[src/hrpd_pkg.sv]
package hrpd_pkg;

	localparam int CHAN_W = 8;
	localparam int DUTY_W = 10;

	typedef logic [CHAN_W-1:0] chan_t;
	typedef logic [DUTY_W-1:0] duty_t;

	// func selector carried in tuser
	localparam logic FUNC_LEVEL = 1'b0;
	localparam logic FUNC_COLOR = 1'b1;

	// full-scale input code for level, hue and saturation
	localparam int FULL_SCALE = 254;

	// 2^24 / 254 rounded up: exact floor division for dividends below 68200
	localparam int REC254_SHIFT = 24;
	localparam int REC254 = 66053;

	// number of pipeline registers per block
	localparam int HSV_STAGES = 7;
	localparam int DUTY_STAGES = 2;
	localparam int PIPE_STAGES = HSV_STAGES + DUTY_STAGES;

endpackage

[src/hsv_to_rgb_pwm_duty_top.sv]
// channel  dir  tdata (low bit up)                          tuser
// s_*      in   level[7:0] hue[15:8] saturation[23:16]      func
// m_*      out  red_duty[9:0] green_duty[19:10]
//               blue_duty[29:20] zero[31:30]                -
//
// One beat per cycle sustained while m_tready stays high.
// The pipe has nine register stages: seven for the HSV math, two for duty scaling.
// Reset clears only the stage valid bits.
// Each stage loads when it is empty or the next one moves, so bubbles close up and
// s_tready stays high while the output holds a waiting beat and earlier stages have room.
module hsv_to_rgb_pwm_duty_top
	import hrpd_pkg::*;
#(
	parameter int PWM_PERIOD = 1000
) (
	input  logic        clk,
	input  logic        arst_n,
	input  logic        s_tvalid,
	output logic        s_tready,
	input  logic [23:0] s_tdata,   // level, hue, saturation
	input  logic        s_tuser,   // func
	output logic        m_tvalid,
	input  logic        m_tready,
	output logic [31:0] m_tdata    // red_duty, green_duty, blue_duty, zero pad
);

	logic [PIPE_STAGES-1:0] stage_vld_q;
	logic [PIPE_STAGES:0]   adv;
	chan_t                  red, green, blue;
	duty_t                  red_duty, green_duty, blue_duty;

	always_comb begin
		adv[PIPE_STAGES] = m_tready;
		for (int k = PIPE_STAGES - 1; k >= 0; k--) begin
			adv[k] = !stage_vld_q[k] || adv[k+1];
		end
	end

	always_ff @(posedge clk or negedge arst_n) begin
		if (!arst_n) begin
			stage_vld_q <= '0;
		end else begin
			for (int k = 0; k < PIPE_STAGES; k++) begin
				if (adv[k]) begin
					stage_vld_q[k] <= (k == 0) ? s_tvalid : stage_vld_q[k-1];
				end
			end
		end
	end

	hrpd_hsv u_hsv (
		.clk        (clk),
		.en         (adv[HSV_STAGES-1:0]),
		.func       (s_tuser),
		.level      (s_tdata[7:0]),
		.hue        (s_tdata[15:8]),
		.saturation (s_tdata[23:16]),
		.red        (red),
		.green      (green),
		.blue       (blue)
	);

	hrpd_duty #(.PWM_PERIOD(PWM_PERIOD)) u_duty_r (
		.clk  (clk),
		.en   (adv[PIPE_STAGES-1:HSV_STAGES]),
		.x    (red),
		.duty (red_duty)
	);

	hrpd_duty #(.PWM_PERIOD(PWM_PERIOD)) u_duty_g (
		.clk  (clk),
		.en   (adv[PIPE_STAGES-1:HSV_STAGES]),
		.x    (green),
		.duty (green_duty)
	);

	hrpd_duty #(.PWM_PERIOD(PWM_PERIOD)) u_duty_b (
		.clk  (clk),
		.en   (adv[PIPE_STAGES-1:HSV_STAGES]),
		.x    (blue),
		.duty (blue_duty)
	);

	assign s_tready = adv[0];
	assign m_tvalid = stage_vld_q[PIPE_STAGES-1];
	assign m_tdata  = {2'b00, blue_duty, green_duty, red_duty};

	// a free output means the whole pipe can move
	assert property (@(posedge clk) disable iff (!arst_n)
		(!m_tvalid || m_tready) |-> s_tready)
		else $error("input stalled while output side is free");

	// beats in flight change only by what is taken in and handed out
	assert property (@(posedge clk) disable iff (!arst_n)
		1'b1 |=> ($countones(stage_vld_q) == $past($countones(stage_vld_q))
			+ $past(int'(s_tvalid && s_tready)) - $past(int'(m_tvalid && m_tready))))
		else $error("beat lost or duplicated in pipeline");

endmodule

[src/hrpd_hsv.sv]
module hrpd_hsv
	import hrpd_pkg::*;
(
	input  logic                  clk,
	input  logic [HSV_STAGES-1:0] en,
	input  logic                  func,
	input  chan_t                 level,
	input  chan_t                 hue,
	input  chan_t                 saturation,
	output chan_t                 red,
	output chan_t                 green,
	output chan_t                 blue
);

	localparam int DEG_W = 9;
	localparam int PCT_W = 7;
	localparam int SEC_W = 3;
	localparam int REM_W = 6;

	localparam int LEVEL_FLOOR = 5;
	localparam int PCT_FULL = 100;
	localparam int SEC_SPAN = 60;
	// 360/254 and 100/254 reduced by two, then divided by 127 through a reciprocal
	localparam int HUE_MUL = 360 / 2;
	localparam int SAT_MUL = 100 / 2;
	localparam int REC127_SHIFT = 23;
	localparam int REC127 = 66053;
	localparam int REC100_SHIFT = 19;
	localparam int REC100 = 5243;
	localparam int REC60_SHIFT = 20;
	localparam int REC60 = 17477;

	localparam logic [SEC_W-1:0] SEC_RED_UP   = 3'd0;
	localparam logic [SEC_W-1:0] SEC_GRN_DN   = 3'd1;
	localparam logic [SEC_W-1:0] SEC_GRN_UP   = 3'd2;
	localparam logic [SEC_W-1:0] SEC_BLU_DN   = 3'd3;
	localparam logic [SEC_W-1:0] SEC_BLU_UP   = 3'd4;
	localparam logic [SEC_W-1:0] SEC_MAG      = 3'd5;
	localparam logic [SEC_W-1:0] SEC_OVER     = 3'd6;

	// stage 1: level floor, hue and saturation prescale
	logic              func_s1;
	chan_t             vmax_s1;
	logic [15:0]       hv_s1;
	logic [13:0]       sv_s1;
	chan_t             lvl_r;

	always_comb begin
		lvl_r = level;
		if (level >= CHAN_W'(1) && level <= CHAN_W'(LEVEL_FLOOR)) begin
			lvl_r = CHAN_W'(LEVEL_FLOOR);
		end
	end

	always_ff @(posedge clk) begin
		if (en[0]) begin
			func_s1 <= func;
			vmax_s1 <= lvl_r;
			hv_s1   <= 16'(hue) * 16'(HUE_MUL);
			sv_s1   <= 14'(saturation) * 14'(SAT_MUL);
		end
	end

	// stage 2: divide by 127
	logic              func_s2;
	chan_t             vmax_s2;
	logic [DEG_W-1:0]  deg_s2;
	logic [PCT_W-1:0]  pct_s2;
	logic [32:0]       hp;
	logic [32:0]       sp;

	assign hp = 33'(hv_s1) * 33'(REC127);
	assign sp = 33'(sv_s1) * 33'(REC127);

	always_ff @(posedge clk) begin
		if (en[1]) begin
			func_s2 <= func_s1;
			vmax_s2 <= vmax_s1;
			deg_s2  <= hp[REC127_SHIFT +: DEG_W];
			pct_s2  <= sp[REC127_SHIFT +: PCT_W];
		end
	end

	// stage 3: sector split, vmin numerator
	logic              func_s3;
	chan_t             vmax_s3;
	logic [SEC_W-1:0]  sec_s3;
	logic [REM_W-1:0]  rem_s3;
	logic [14:0]       num_s3;
	logic [SEC_W-1:0]  sec_c;
	logic [DEG_W-1:0]  base_c;
	logic [PCT_W-1:0]  pct_c;
	logic [DEG_W-1:0]  rem_c;

	always_comb begin
		// hue codes 254 and 255 land at or past 360 and share their own sector
		if (deg_s2 >= DEG_W'(6 * SEC_SPAN)) begin
			sec_c = SEC_OVER;   base_c = DEG_W'(6 * SEC_SPAN);
		end else if (deg_s2 >= DEG_W'(5 * SEC_SPAN)) begin
			sec_c = SEC_MAG;    base_c = DEG_W'(5 * SEC_SPAN);
		end else if (deg_s2 >= DEG_W'(4 * SEC_SPAN)) begin
			sec_c = SEC_BLU_UP; base_c = DEG_W'(4 * SEC_SPAN);
		end else if (deg_s2 >= DEG_W'(3 * SEC_SPAN)) begin
			sec_c = SEC_BLU_DN; base_c = DEG_W'(3 * SEC_SPAN);
		end else if (deg_s2 >= DEG_W'(2 * SEC_SPAN)) begin
			sec_c = SEC_GRN_UP; base_c = DEG_W'(2 * SEC_SPAN);
		end else if (deg_s2 >= DEG_W'(SEC_SPAN)) begin
			sec_c = SEC_GRN_DN; base_c = DEG_W'(SEC_SPAN);
		end else begin
			sec_c = SEC_RED_UP; base_c = '0;
		end
		rem_c = deg_s2 - base_c;
		pct_c = (pct_s2 > PCT_W'(PCT_FULL)) ? PCT_W'(PCT_FULL) : pct_s2;
	end

	always_ff @(posedge clk) begin
		if (en[2]) begin
			func_s3 <= func_s2;
			vmax_s3 <= vmax_s2;
			sec_s3  <= sec_c;
			rem_s3  <= rem_c[REM_W-1:0];
			num_s3  <= 15'(vmax_s2) * 15'(PCT_W'(PCT_FULL) - pct_c);
		end
	end

	// stage 4: vmin = num / 100
	logic              func_s4;
	chan_t             vmax_s4;
	chan_t             vmin_s4;
	logic [SEC_W-1:0]  sec_s4;
	logic [REM_W-1:0]  rem_s4;
	logic [27:0]       np;

	assign np = 28'(num_s3) * 28'(REC100);

	always_ff @(posedge clk) begin
		if (en[3]) begin
			func_s4 <= func_s3;
			vmax_s4 <= vmax_s3;
			vmin_s4 <= np[REC100_SHIFT +: CHAN_W];
			sec_s4  <= sec_s3;
			rem_s4  <= rem_s3;
		end
	end

	// stage 5: span times offset within sector
	logic              func_s5;
	chan_t             vmax_s5;
	chan_t             vmin_s5;
	logic [SEC_W-1:0]  sec_s5;
	logic [13:0]       prod_s5;

	always_ff @(posedge clk) begin
		if (en[4]) begin
			func_s5 <= func_s4;
			vmax_s5 <= vmax_s4;
			vmin_s5 <= vmin_s4;
			sec_s5  <= sec_s4;
			prod_s5 <= 14'(vmax_s4 - vmin_s4) * 14'(rem_s4);
		end
	end

	// stage 6: adj = prod / 60
	logic              func_s6;
	chan_t             vmax_s6;
	chan_t             vmin_s6;
	logic [SEC_W-1:0]  sec_s6;
	chan_t             adj_s6;
	logic [28:0]       ap;

	assign ap = 29'(prod_s5) * 29'(REC60);

	always_ff @(posedge clk) begin
		if (en[5]) begin
			func_s6 <= func_s5;
			vmax_s6 <= vmax_s5;
			vmin_s6 <= vmin_s5;
			sec_s6  <= sec_s5;
			adj_s6  <= ap[REC60_SHIFT +: CHAN_W];
		end
	end

	// stage 7: sector mux, level mode bypass
	chan_t red_s7, green_s7, blue_s7;
	chan_t r_c, g_c, b_c;

	always_comb begin
		case (sec_s6)
			SEC_RED_UP: begin
				r_c = vmax_s6;          g_c = vmin_s6 + adj_s6; b_c = vmin_s6;
			end
			SEC_GRN_DN: begin
				r_c = vmax_s6 - adj_s6; g_c = vmax_s6;          b_c = vmin_s6;
			end
			SEC_GRN_UP: begin
				r_c = vmin_s6;          g_c = vmax_s6;          b_c = vmin_s6 + adj_s6;
			end
			SEC_BLU_DN: begin
				r_c = vmin_s6;          g_c = vmax_s6 - adj_s6; b_c = vmax_s6;
			end
			SEC_BLU_UP: begin
				r_c = vmin_s6 + adj_s6; g_c = vmin_s6;          b_c = vmax_s6;
			end
			default: begin
				r_c = vmax_s6;          g_c = vmin_s6;          b_c = vmax_s6 - adj_s6;
			end
		endcase
		if (func_s6 == FUNC_LEVEL) begin
			r_c = vmax_s6;
			g_c = vmax_s6;
			b_c = vmax_s6;
		end
	end

	always_ff @(posedge clk) begin
		if (en[6]) begin
			red_s7   <= r_c;
			green_s7 <= g_c;
			blue_s7  <= b_c;
		end
	end

	assign red   = red_s7;
	assign green = green_s7;
	assign blue  = blue_s7;

endmodule

[src/hrpd_duty.sv]
module hrpd_duty
	import hrpd_pkg::*;
#(
	parameter int PWM_PERIOD = 1000
) (
	input  logic                   clk,
	input  logic [DUTY_STAGES-1:0] en,
	input  chan_t                  x,
	output duty_t                  duty
);

	// x*P/254 = x*(P/254) + x*(P%254)/254; only the low duty bits survive
	localparam int PQ = PWM_PERIOD / FULL_SCALE;
	localparam int PR = PWM_PERIOD % FULL_SCALE;

	duty_t       hi_s8;
	logic [15:0] lo_s8;
	duty_t       duty_s9;
	logic [23:0] hp;
	logic [32:0] qp;

	assign hp = 24'(x) * 24'(PQ);
	assign qp = 33'(lo_s8) * 33'(REC254);

	always_ff @(posedge clk) begin
		if (en[0]) begin
			hi_s8 <= hp[DUTY_W-1:0];
			lo_s8 <= 16'(x) * 16'(PR);
		end
	end

	always_ff @(posedge clk) begin
		if (en[1]) begin
			duty_s9 <= hi_s8 + DUTY_W'(qp[REC254_SHIFT +: CHAN_W]);
		end
	end

	assign duty = duty_s9;

endmodule
[config.mk]
export PLATFORM = sky130hd
export DESIGN_NAME = hsv_to_rgb_pwm_duty_top
export DESIGN_NICKNAME = d
export VERILOG_FILES = /design/src/hrpd_pkg.sv /design/src/hsv_to_rgb_pwm_duty_top.sv /design/src/hrpd_hsv.sv /design/src/hrpd_duty.sv
export SDC_FILE = /design/constraint.sdc
export NUM_CORES = 2
export LEC_CHECK = 0
export ABC_AREA = 1
export CAP_MARGIN = 25
export CORE_ASPECT_RATIO = 1.4
export CORE_MARGIN = 2
export CORE_UTILIZATION = 55
export DETAILED_ROUTE_END_ITERATION = 10
export DONT_BUFFER_PORTS = 1
export PLACE_DENSITY_LB_ADDON = 0.25
export SYNTH_ARGS = -nofsm -noshare
export SYNTH_HDL_FRONTEND = slang
export SYNTH_SLANG_ARGS = --single-unit
[constraint.sdc]
create_clock -name clk -period 9.2 [get_ports clk]
set_clock_uncertainty 0.2 [all_clocks]
set_input_delay 0.92 -clock clk [delete_from_list [all_inputs] [get_ports clk]]
set_output_delay 0.92 -clock clk [all_outputs]
set_load 0.02 [all_outputs]
==> results.cfg <==
[die]
core.rowCount = 119
core_area_um2 = 74900
io_pins = 63
start_util = 0.554
die-area_um2 = 77700
die_h_um = 329
fp.dieW_um = 236

[job]
cap_violations = 0

[setup_path]
start_kind = flip-flop
crit_arrival_ns = 5.96
path_class = flip-flop to flip-flop
crit_fanout = 8
max_stage_delay_ns = 0.53
critPathBufInv = 7
crit_required_ns = 9.33
path_delay_family = adder cells
cp-end-kind = flip-flop
critical-path-slowest-cell = fa_1

[status]
run_status = completed

[drt]
drt_iter0_drc = 1237
wire_per_inst_um = 15.9
drtAntennaViolNets = 0
drt-pass1-iter-count = 8
route.detailed.drc = 0
vias_per_cell = 5.39
via_count = 32248
routed_wirelength_mm = 95.0

[timing]
tns_ns = 0
tightest_slew_ns = 0.815
min_period_ns = 5.83
setup_viol = 0
fin_crit_sh = 0.634
rsz0062_at_grt = no
hold_viol_final = 0
slew_headroom = 0.456
slew_violations = 0
fmax_mhz = 172
setup_ws_ns = 3.37

[global_routing]
track_usage = 0.252
met2_usage = 0.518
antenna_found_initial = 0
grt_overflow = 0
grt_pass1_wl_mm = 159
use_met3 = 0.0215
use_met1 = 0.249
grt-busiest-layer = met2
grt_pass1_vias = 33744
grt_max_degree = 66

[final_layout]
drive_above_1_share = 0.0215
layout_commonest_cell = nand2_1
syn2layout_area_growth_pct = 6.52
layout_common_cells = nand2_1 (1006), inv_1 (987), ha_1 (854)
fillerInstances = 6827
nets = 6170
antennaDiodeCount = 0
fin_util = 0.590

[placement]
place.gp.congestion = 0.992
numPortBuffers = 0
pre_cts_slack_ns = 3.36
hpwlAfterDp_mm = 82.4

[clocking]
cts_buffer_depth = 3
h-tree-depth = 2
cts_tree = built
clk_pin_slew_ns = 0.06
cts_num_sinks = 314
clockRootBuffer = clkbuf_16
cts_resized = 0
cts_buffers = 40
clk_latency_ns = 0.57

[synth]
synth_largest_area_cell = ha_1
synthDistinctLibCells = 49
synth_top_area_share = 0.258
syn_area_um2 = 41500
synth.area.top_cells = ha_1 (26%), edfxtp_1 (22%), fa_1 (14%)
async_flop_share = 0.0287
avgSynthCellArea_um2 = 8.41
synth_ff_type = edfxtp_1
ys_seq_area_frac = 0.226
postSynthCellCount = 4933
synth_edf_count = 305
ys_warn_count = 0
synth-seq-cells = 314

[hold_path]
hp-class = flip-flop to flip-flop
==> per-layer routing <==
layer / vias up / wire, um
met5: - / 0
met3: 274 / 2440
li1: 16218 / -
met1: 15119 / 34600
met2: 637 / 52900
met4: 0 / 5050
==> Yosys cell counts, types with 31 or more instances <==
cell	instances
xnor2_1	31
a21oi_1	254
inv_1	987
nor2_1	354
nand2_1	1007
o21ai_0	142
nor3_1	40
xor2_1	111
nand4_1	98
o21bai_1	35
fa_1	300
nand3_1	258
ha_1	854
edfxtp_1	305
==> path summary, 6_finish.rpt <==
kind                                            from                    endpoint  slack [ns]  cells past startpoint
setup / recovery           u_hsv.pct_s2[1]$_DFFE_PP_  u_hsv.num_s3[14]$_DFFE_PP_        3.37                     27
hold / removal               u_hsv.func_s4$_DFFE_PP_     u_hsv.func_s5$_DFFE_PP_        0.21                      0
setup reg to reg           u_hsv.pct_s2[1]$_DFFE_PP_  u_hsv.num_s3[14]$_DFFE_PP_        3.37                     27
hold reg to reg              u_hsv.func_s4$_DFFE_PP_     u_hsv.func_s5$_DFFE_PP_        0.21                      0
max in group asynchronous                     arst_n  stage_vld_q[8]$_DFFE_PN0P_        7.92                      1
min in group asynchronous                     arst_n  stage_vld_q[1]$_DFFE_PN0P_        0.54                      1
==> area by class of cell <==
type | instances | area, um^2 | area share
clock buffers | 42 | 1010 | 0.0228
clock inverters | 29 | 367 | 0.00830
multi-input cells | 3625 | 28400 | 0.642
inverters | 996 | 3740 | 0.0846
repair buffers | 10 | 118 | 0.00266
flip-flops and latches | 314 | 9380 | 0.212
well taps | 968 | 1210 | 0.0274
==> metrics by stage <==
stage | cells | hold slack [ns] | cell area [um^2]
finish | 5984 | 0.210 | 44200
CTS | 5982 | 0.206 | 44100
global route | 5984 | 0.211 | 44200
detailed placement | 5910 | 0.205 | 42800
global placement | 5910 | 0.202 | 42800
floorplan | 4953 | 0.200 | 41600
==> registers in the layout, indices dropped and copies added, names as in the netlist, 9 cells and up <==
name / count
u_duty_b.duty: 10
u_duty_g.duty: 10
u_duty_b.hi_s8: 10
u_duty_r.lo_s8: 13
u_duty_r.duty: 10
stage_vld_q: 9
u_hsv.sv_s1: 13
u_hsv.num_s3: 15
u_duty_g.lo_s8: 13
u_duty_g.hi_s8: 10
u_hsv.prod_s5: 14
u_duty_r.hi_s8: 10
u_duty_b.lo_s8: 13
u_hsv.hv_s1: 14
u_hsv.deg_s2: 9
==> kinds of logic (layout without fill, tap and decap cells) <==
| group | count (synthesis) | count (layout) | synth area share |
|---|---|---|---|
| buffers and inverters | 1014 | 1077 | 0.0922 |
| flip-flops | 314 | 314 | 0.226 |
| other | 2 | 22 | 0.000181 |
| AO/OA/AOI/OAI | 502 | 502 | 0.0666 |
| AND/OR/NAND/NOR | 1805 | 1805 | 0.182 |
| XOR/XNOR | 142 | 142 | 0.0300 |
| adder cells (fa/ha/maj) | 1154 | 1154 | 0.402 |
==> repair_timing <==
| item | CTS | global route |
|---|---|---|
| setup buffers | 0 | 0 |
| hold buffers | 1 | 0 |
| hold endpoints to repair | 9 | 0 |
Power is left out: the tool's default activity adds up to more than one toggle a clock period on the data nets, which glitch-free logic cannot reach.
